[config.mk]
export PLATFORM = sky130hd
export DESIGN_NAME = cte_ctrl
export DESIGN_NICKNAME = d
export VERILOG_FILES = /design/src/hdl/cte_pkg.sv /design/src/hdl/cte_ctrl.sv
export SDC_FILE = /design/constraint.sdc
export NUM_CORES = 1
export LEC_CHECK = 0
export BUFFER_PORTS_ARGS = -buffer_cell sky130_fd_sc_hd__buf_2
export CAP_MARGIN = 20
export CORE_AREA = 10 10 47 49
export DETAILED_ROUTE_END_ITERATION = 8
export DIE_AREA = 0 0 57 59
export SETUP_SLACK_MARGIN = 0.05
export SLEW_MARGIN = 20
export SYNTH_ARGS = -nofsm -noshare
export SYNTH_HDL_FRONTEND = slang
export SYNTH_SLANG_ARGS = --single-unit
[constraint.sdc]
create_clock -name clock -period 1.4 [get_ports clock]
set_clock_uncertainty 0.05 [all_clocks]
set_input_delay 0.14 -clock clock [delete_from_list [all_inputs] [get_ports clock]]
set_output_delay 0.14 -clock clock [all_outputs]
set_load 0.02 [all_outputs]
[src/hdl/cte_pkg.sv]
package cte_pkg;

   localparam int CAPACITY   = 64;
   localparam int IDX_W      = (CAPACITY > 1) ? $clog2(CAPACITY) : 1;
   localparam int GROUP_SIZE = 8;
   localparam int SUB_W      = $clog2(GROUP_SIZE);
   localparam int GROUPS     = (CAPACITY + GROUP_SIZE - 1) / GROUP_SIZE;
   localparam int PAD_W      = GROUPS * GROUP_SIZE;

   localparam logic [15:0] CAP_ID_MAX = 16'(CAPACITY);
   localparam logic [15:0] XFER_MASK_RESET = 16'h0001;

   // operation codes
   localparam logic [2:0] OP_CREATE   = 3'd0;
   localparam logic [2:0] OP_VALIDATE = 3'd1;
   localparam logic [2:0] OP_COPY     = 3'd2;
   localparam logic [2:0] OP_DESCRIBE = 3'd3;
   localparam logic [2:0] OP_CLEAR    = 3'd4;

   // status codes
   localparam logic [2:0] ST_OK      = 3'd0;
   localparam logic [2:0] ST_BADARG  = 3'd1;
   localparam logic [2:0] ST_NOTUSED = 3'd2;
   localparam logic [2:0] ST_OWNER   = 3'd3;
   localparam logic [2:0] ST_NOXFER  = 3'd4;
   localparam logic [2:0] ST_EXCEED  = 3'd5;
   localparam logic [2:0] ST_FULL    = 3'd6;

   typedef struct packed {
      logic [2:0]  op;
      logic [15:0] cap_id;
      logic [63:0] owner_id;
      logic [63:0] object_ref;
      logic [15:0] rights_req;
      logic [63:0] target_owner;
   } req_type;

   typedef struct packed {
      logic [2:0]  status;
      logic [15:0] new_id;
      logic [63:0] owner_out;
      logic [63:0] object_out;
      logic [15:0] rights_out;
      logic [15:0] entry_count;
   } rsp_type;

   typedef struct packed {
      logic [63:0] owner;
      logic [63:0] object;
      logic [15:0] rights;
   } entry_type;

   // controller to datapath
   typedef struct packed {
      logic capture;
      logic read;
      logic execute;
   } cmd_type;

endpackage

[src/hdl/cte_ctrl.sv]
module cte_ctrl (
   input  logic            clock,
   input  logic            reset,
   input  logic            req_valid,
   output logic            req_ready,
   output logic            rsp_valid,
   input  logic            rsp_ready,
   output cte_pkg::cmd_type cmd
);
   import cte_pkg::*;

   typedef enum logic [2:0] {
      S_IDLE = 3'b001,
      S_READ = 3'b010,
      S_EXEC = 3'b100
   } state_type;

   state_type state_ff, state_in;
   logic      rsp_valid_ff, rsp_valid_in;
   logic      slot_free;

   assign req_ready = (state_ff == S_IDLE);
   assign slot_free = !rsp_valid_ff || rsp_ready;

   always_comb begin
      state_in    = state_ff;
      cmd.capture = 1'b0;
      cmd.read    = 1'b0;
      cmd.execute = 1'b0;
      case (state_ff)
         S_IDLE: begin
            if (req_valid) begin
               cmd.capture = 1'b1;
               state_in    = S_READ;
            end
         end
         S_READ: begin
            cmd.read = 1'b1;
            state_in = S_EXEC;
         end
         S_EXEC: begin
            // hold until the output register can take the result
            if (slot_free) begin
               cmd.execute = 1'b1;
               state_in    = S_IDLE;
            end
         end
         default: begin
            state_in = S_IDLE;
         end
      endcase
   end

   always_comb begin
      if (cmd.execute) begin
         rsp_valid_in = 1'b1;
      end else if (rsp_ready) begin
         rsp_valid_in = 1'b0;
      end else begin
         rsp_valid_in = rsp_valid_ff;
      end
   end

   always_ff @(posedge clock) begin
      if (reset) begin
         state_ff     <= S_IDLE;
         rsp_valid_ff <= 1'b0;
      end else begin
         state_ff     <= state_in;
         rsp_valid_ff <= rsp_valid_in;
      end
   end

   assign rsp_valid = rsp_valid_ff;

endmodule

* After elaboration in Yosys (flattened, before gate mapping)
Cells that the tools add are included.
** Cells by class
- Equality and inequality tests :: 5
- Multiplexer cells :: 10
- Reductions and logical operators :: 4
** Operator list (number)
- one-hot mux 3 bit (3 select lines) :: 1
- two-way mux 1 bit :: 7
- two-way mux 3 bit :: 2
- inequality test 2 bit (second input constant) :: 2
- equality test 3 x 1 -> 1 bit (second input constant) :: 1
- equality test 3 x 2 -> 1 bit (second input constant) :: 1
- equality test 3 bit (second input constant) :: 1
- AND reduction 2 bit :: 1
- nonzero test 2 bit :: 1
- logical NOT 1 bit :: 1
- logical OR 1 bit :: 1
** Storage, ports and cells
- Register bits after elaboration :: 4
- Logic and storage cells :: 21

* Depth between registers and ports, before layout
Gate-level depths: netlist (run 1).
- Depth after elaboration :: 5
- Mapped depth :: 3

* Least setup slack after synthesis (run 1)
OpenSTA, ideal clock, no wires.
- Path type :: flip-flop to flip-flop
- Start :: register state_ff[0]
- End :: register state_ff[0]
- Library setup time :: 119 ps
- Data arrival time :: 1052 ps
- Slack :: 179 ps
- Cell stages (with the launch flop) :: 4
- Clock period less this slack :: 1221 ps
- Cell sequence :: dfxtp_1 > nor3b_2 > and2_4 > o21bai_1
** Between the ends
- Longest elaborated chain between the ends :: 3
** RTL lines
- start: declaration :: line cte_ctrl.sv:18 : state_type state_ff, state_in;
- start signal: assignment :: line cte_ctrl.sv:69 : state_ff <= state_in;
- equality test 3 x 1 -> 1 bit *
- net req_ready :: line cte_ctrl.sv:5 : output logic req_ready,
- inequality test 2 bit (no line)
- AND reduction 2 bit (no line)
The timed path passes the listed nets; every way through them passes the cells marked *.
A chain may end at the register's enable or synchronous reset.

==> results.py, run 1 <==
metrics = {
    "run_status": {
        "status": "completed",
    },
    "min_path": {
        "hp-start": "reset",
        "min_to": "rsp_valid$_SDFFE_PP0P_",
        "min_path_cells": 2,
        "hold_class": "primary input to flip-flop",
    },
    "cells_and_area": {
        "fin_cells": 46,
        "final_cell_mix": "buf_2, clkbuf_4, buf_4, dfxtp_2, nand2b_1",
        "stdcell_area_um2": 287,
        "area_growth_pct": 46.8,
        "layout-drive-gt1-share_pct": 66.7,
        "final_common_cell": "buf_2",
        "insertedDiodeCount": 0,
        "fin_nets": 36,
    },
    "grt": {
        "grt_usage_pct": 3.29,
        "grt_max_degree": 6,
        "first_global_vias": 190,
        "grt_remaining_overflow": 0,
        "grt_pass1_wl_um": 800,
        "antenna_found_initial": 0,
    },
    "setup_path": {
        "critPathMaxFanout": 4,
        "worstPathCellList": "or3b_4 -> nor2b_1 -> buf_4",
        "critPathLaunch": "state_ff[2]$_SDFFE_PP0P_",
        "r2r_slack_ns": 0.31,
        "cpLargestDelayFamily": "simple AND/OR/NAND/NOR gates",
        "cp.arrival_ns": 1.20,
        "crit_buf_inv": 1,
        "startpoint_type": "flip-flop",
        "critical-path-max-stage-delay_ns": 0.38,
        "crit_type": "flip-flop to primary output",
        "cp.required_ns": 1.21,
        "end_kind": "primary output",
        "r2r_end": "rsp_valid$_SDFFE_PP0P_",
        "crit_cells": 3,
        "cpMaxStageDelayCell": "or3b_4",
        "r2r_start": "state_ff[2]$_SDFFE_PP0P_",
        "rr_worst_depth": 3,
    },
    "power": {
        "power.total_w": 0.000305,
        "leakage_nw": 0.125,
        "power_density_mw_per_mm2": 1070,
        "vdd_ir_drop_max_mv": 0.170,
    },
    "synth": {
        "syn_nets": 23,
        "synth_seq_area_share_pct": 41.0,
        "synth_area_um2": 195,
        "yosys_warnings": 0,
        "avgSynthCellArea_um2": 10.3,
        "syn_inst": 19,
        "ys_ff_latch": 4,
        "synth_cell_types": 14,
    },
    "timing": {
        "holdWs_ns": 0.0698,
        "fin_ws_ns": 0.00854,
        "tightest_slew_ns": 0.200,
        "fmax_mhz": 719,
        "final.period_utilization_pct": 99.4,
        "hold_violations": 0,
        "finalMaxSlewViolations": 0,
        "slew_headroom_pct": 86.6,
        "finalCriticalPeriod_ns": 1.39,
        "rsz0062_at_grt": "yes",
        "setup_violations": 0,
    },
    "floorplanning": {
        "die_y_um": 59,
        "row_count": 14,
        "core-area_mm2": 0.00140,
        "die_w_um": 57,
        "die_area_mm2": 0.00336,
        "initial_core_util_pct": 13.9,
        "pin_count": 9,
    },
    "job": {
        "maxCapViolCount": 0,
    },
    "clocking": {
        "clock_path_buffers": 2,
        "cts.sinks": 4,
        "cts_root_buf": "clkbuf_4",
        "hold_buffers": 0,
        "clk_latency_ns": 0.23,
        "cts_tree": "yes",
        "cts.htree.levels": 1,
        "clkSlewWorstSetupHoldPaths_ns": 0.03,
        "cts_buffers": 3,
    },
    "detailed_routing": {
        "ant_nets": 0,
        "drtIter0Drc": 0,
        "vias": 171,
        "dr.pass1.iters": 1,
        "drc": 0,
        "wl_per_cell_um": 10.2,
        "vias_per_cell": 3.72,
        "wl_um": 471,
    },
    "place": {
        "portBuffers": 8,
        "place_congestion": 0.745,
        "place_area_um2": 240,
        "placedCellCount": 41,
        "dp_slack_ns": 0.180,
    },
}
==> power by group <==
part	switching, W	internal, W	leakage [nW]
clock	0.0000421	0.0000955	0.0138
combinational	0.0000217	0.0000211	0.0781
sequential	0.00000479	0.000120	0.0332
==> per-layer routing <==
metal	routed length, um	global-route usage (%)	share of wire (%)
met2	253	4.81	54
met5	0	0	0
met3	32	1.07	6.8
met1	166	2.63	35
met4	19	6.04	4.0
==> how the worst max path moves through the flow <==
stage / to
floorplan: state_ff[0]$_SDFFE_PP1P_
CTS: cmd[0]
global route: cmd[0]
global placement: cmd[0]
finish: cmd[0]
detailed placement: cmd[0]
==> synthesized netlist by cell type (all sizes together) <==
cell | n | area, um^2
dfxtp | 4 | 80.1
nand2b | 2 | 12.5
buf | 2 | 15.0
nand4bb | 1 | 11.3
o21bai | 1 | 7.51
or3b | 1 | 8.76
nor2b | 1 | 6.26
nor3b | 1 | 12.5
a211oi | 1 | 7.51
and2b | 1 | 7.51
and2 | 1 | 8.76
a21oi | 2 | 13.8
nor2 | 1 | 3.75
==> layout make-up <==
type	count	area, um^2
fillers	173	1110
multi-input cells	13	103
flip-flops and latches	4	83.8
repair buffers	10	57.6
clock buffers	3	22.5
well taps	16	20.0
==> cell families after synthesis <==
logic type             Yosys count  share of synthesized area (%)
AOI/OAI and AO/OA                4                           14.7
buffers and inverters            2                           7.69
DFF                              4                           41.0
and+or+nand+nor                  9                           36.5
==> worst register-to-register path, delay by kind of cell, from the launching register on <==
family | cells | cell delay [ns]
buffers and inverters | 1 | 0.14
AND/OR/NAND/NOR | 1 | 0.38
AO/OA/AOI/OAI | 1 | 0.12
flip-flops | 1 | 0.34
==> sequential cells by signal, summed over array words and instances (netlist names) <==
signal     count
rsp_valid      1
state_ff       3
==> per-stage QoR <==
step / util [%] / TNS (ns)
final: 20.4 / 0
after global routing: 20.4 / -0.0283
after CTS: 20.4 / -0.00357
after detailed placement: 17.1 / 0
after global placement: 17.1 / 0
after floorplan: - / 0
==> what timing repair did <==
item,in CTS,in global routing
gates cloned,0,0
endpoints found under the setup margin,1,2
pin swaps,1,0
gates resized for setup,5,0
buffers inserted,2,0
Note: power is estimated with default switching activity, not from simulation.
==> inputs of run 2 (changes only) <==
--- a/config.mk
+++ b/config.mk
@@ -8,3 +8,3 @@
 export BUFFER_PORTS_ARGS = -buffer_cell sky130_fd_sc_hd__buf_2
-export CAP_MARGIN = 20
+export CAP_MARGIN = 10
 export CORE_AREA = 10 10 47 49
==> constraint.sdc (replaced) <==
create_clock -name clock -period 1.4 [get_ports clock]
set_clock_uncertainty 0.05 [all_clocks]
set_input_delay 0.28 -clock clock [delete_from_list [all_inputs] [get_ports clock]]
set_output_delay 0.28 -clock clock [all_outputs]
set_load 0.02 [all_outputs]
==> results.py, run 2 (synthesis results as in run 1) <==
metrics = {
    "grt": {
        "grt_max_degree": 6,
        "grt_pass1_wl_um": 745,
        "first_global_vias": 176,
        "antenna_found_initial": 0,
        "grt_remaining_overflow": 0,
        "grt_usage_pct": 3.08,
    },
    "timing": {
        "setup_violations": 2,
        "slew_headroom_pct": 87.4,
        "hold_violations": 0,
        "setup_tns_ns": -0.222,
        "fin_ws_ns": -0.136,
        "tightest_slew_ns": 0.187,
        "finalMaxSlewViolations": 0,
        "rsz0062_at_grt": "yes",
        "finalCriticalPeriod_ns": 1.54,
        "final.period_utilization_pct": 110,
        "fmax_mhz": 651,
    },
    "clocking": {
        "cts_buffers": 3,
        "clock_path_buffers": 2,
        "cts.htree.levels": 1,
        "cts_tree": "yes",
        "hold_buffers": 0,
        "clk_latency_ns": 0.23,
        "cts.sinks": 4,
        "clkSlewWorstSetupHoldPaths_ns": 0.04,
        "cts_root_buf": "clkbuf_4",
    },
    "run_status": {
        "violations": "setup timing",
        "status": "finished, violations left",
    },
    "cells_and_area": {
        "largest_register": "state_ff",
        "final_cell_mix": "buf_4, buf_2, clkbuf_4, buf_6, dfxtp_2",
        "layout-drive-gt1-share_pct": 68.8,
        "area_growth_pct": 67.3,
        "fillCellCount": 164,
        "final_common_cell": "buf_4",
        "insertedDiodeCount": 0,
        "fin_nets": 38,
        "largest_register_ffs": 3,
    },
    "detailed_routing": {
        "top_layer": "met4",
        "wl_per_cell_um": 9.25,
        "drtIter0Drc": 0,
        "ant_nets": 0,
        "route.met3.wl_um": 31,
        "vias": 179,
        "wl_um": 444,
        "vias_per_cell": 3.73,
        "dr.pass1.iters": 1,
        "met2WireLength_um": 219,
        "met1_length_um": 165,
        "drc": 0,
    },
    "setup_path": {
        "crit_buf_inv": 1,
        "critPathMaxFanout": 3,
        "cp.required_ns": 1.07,
        "startpoint_type": "flip-flop",
        "cp.arrival_ns": 1.21,
        "end_kind": "primary output",
        "crit_type": "flip-flop to primary output",
        "worstPathCellList": "or3b_4 -> nor2b_1 -> buf_4",
        "cpLargestDelayFamily": "simple AND/OR/NAND/NOR gates",
        "cpMaxStageDelayCell": "or3b_4",
        "critical-path-max-stage-delay_ns": 0.39,
    },
    "floorplanning": {
        "die_area_mm2": 0.00336,
        "pin_count": 9,
        "initial_core_util_pct": 13.9,
        "core-area_mm2": 0.00140,
        "die_w_um": 57,
        "die_y_um": 59,
        "row_count": 14,
    },
    "job": {
        "maxCapViolCount": 0,
    },
    "place": {
        "place_congestion": 0.733,
        "portBuffers": 8,
    },
    "power": {
        "combPwrFrac_pct": 18.9,
        "power_density_mw_per_mm2": 992,
        "p_int_w": 0.000252,
        "pwr-share-seq_pct": 38.6,
        "p_sw_w": 0.0000716,
        "p_sw_share_pct": 22.1,
        "vdd_ir_drop_max_mv": 0.214,
        "clkPwrFrac_pct": 42.5,
        "power.total_w": 0.000324,
        "leakage_nw": 0.143,
    },
    "min_path": {
        "hold_class": "primary input to flip-flop",
    },
}
==> run 2: changes by cell type in the layout (fill, tap and decap cells not counted), sizes merged <==
cell  before  now
buf       10   12
==> run 2: layer usage <==
| metal | up-vias | track usage (%) |
|---|---|---|
| met3 | 4 | 1.72 |
| li1 | 90 | - |
| met5 | - | 0 |
| met1 | 77 | 2.27 |
| met2 | 8 | 4.50 |
| met4 | 0 | 5.03 |
==> run 2: what timing repair did <==
action	in CTS	in global routing
setup buffers	2	1
resized for setup	5	7
pin swaps	2	2
gates cloned	0	0
setup endpoints to repair	2	4
hold endpoints to repair	0	0
==> run 2: worst paths after layout <==
path | endpoint | cells after the start | slack [ns] | from
min | rsp_valid$_SDFFE_PP0P_ | 2 | 0.21 | reset
max | cmd[0] | 3 | -0.14 | state_ff[1]$_SDFFE_PP0P_
max reg2reg | state_ff[0]$_SDFFE_PP1P_ | 5 | 0.26 | state_ff[1]$_SDFFE_PP0P_
min reg2reg | state_ff[2]$_SDFFE_PP0P_ | 1 | 0.40 | state_ff[0]$_SDFFE_PP1P_
==> run 2: worst reg2reg max path: cells and delay by family (launching register included) <==
family / cells / cell delay (ns)
flip-flops: 1 / 0.32
buffers and inverters: 2 / 0.22
AND/OR/NAND/NOR: 2 / 0.38
AO/OA/AOI/OAI: 1 / 0.06
==> run 2: cell type report <==
cell class / instances / area [um^2] / share of cell area [%]
multi-input cells: 13 / 109 / 33.3
repair buffers: 12 / 91.3 / 28.0
flip-flops and latches: 4 / 83.8 / 25.7
clock buffers: 3 / 22.5 / 6.90
well taps: 16 / 20.0 / 6.13
==> run 2: power groups by stage <==
stage	Combinational (W)	Sequential (W)	Clock, W
finish	0.0000611	0.000125	0.000138
global route	0.0000664	0.000126	0.000155
CTS	0.0000514	0.000124	0.000145
detailed placement	0.0000402	0.000126	0
global placement	0.0000399	0.000126	0
floorplan	0.0000266	0.000125	0
==> run 2: metrics by stage <==
step           utilization (%)  hold slack, ns  area [um^2]  setup WS, ns  instances
2_1_floorplan                -           0.292          195        0.0895         19
3_3_place_gp              17.7           0.444          248        0.0743         42
3_5_place_dp              17.7           0.444          248        0.0597         42
4_1_cts                   21.2           0.209          297        -0.145         47
5_1_grt                   23.3           0.209          327        -0.193         48
6_report                  23.3           0.212          327        -0.136         48
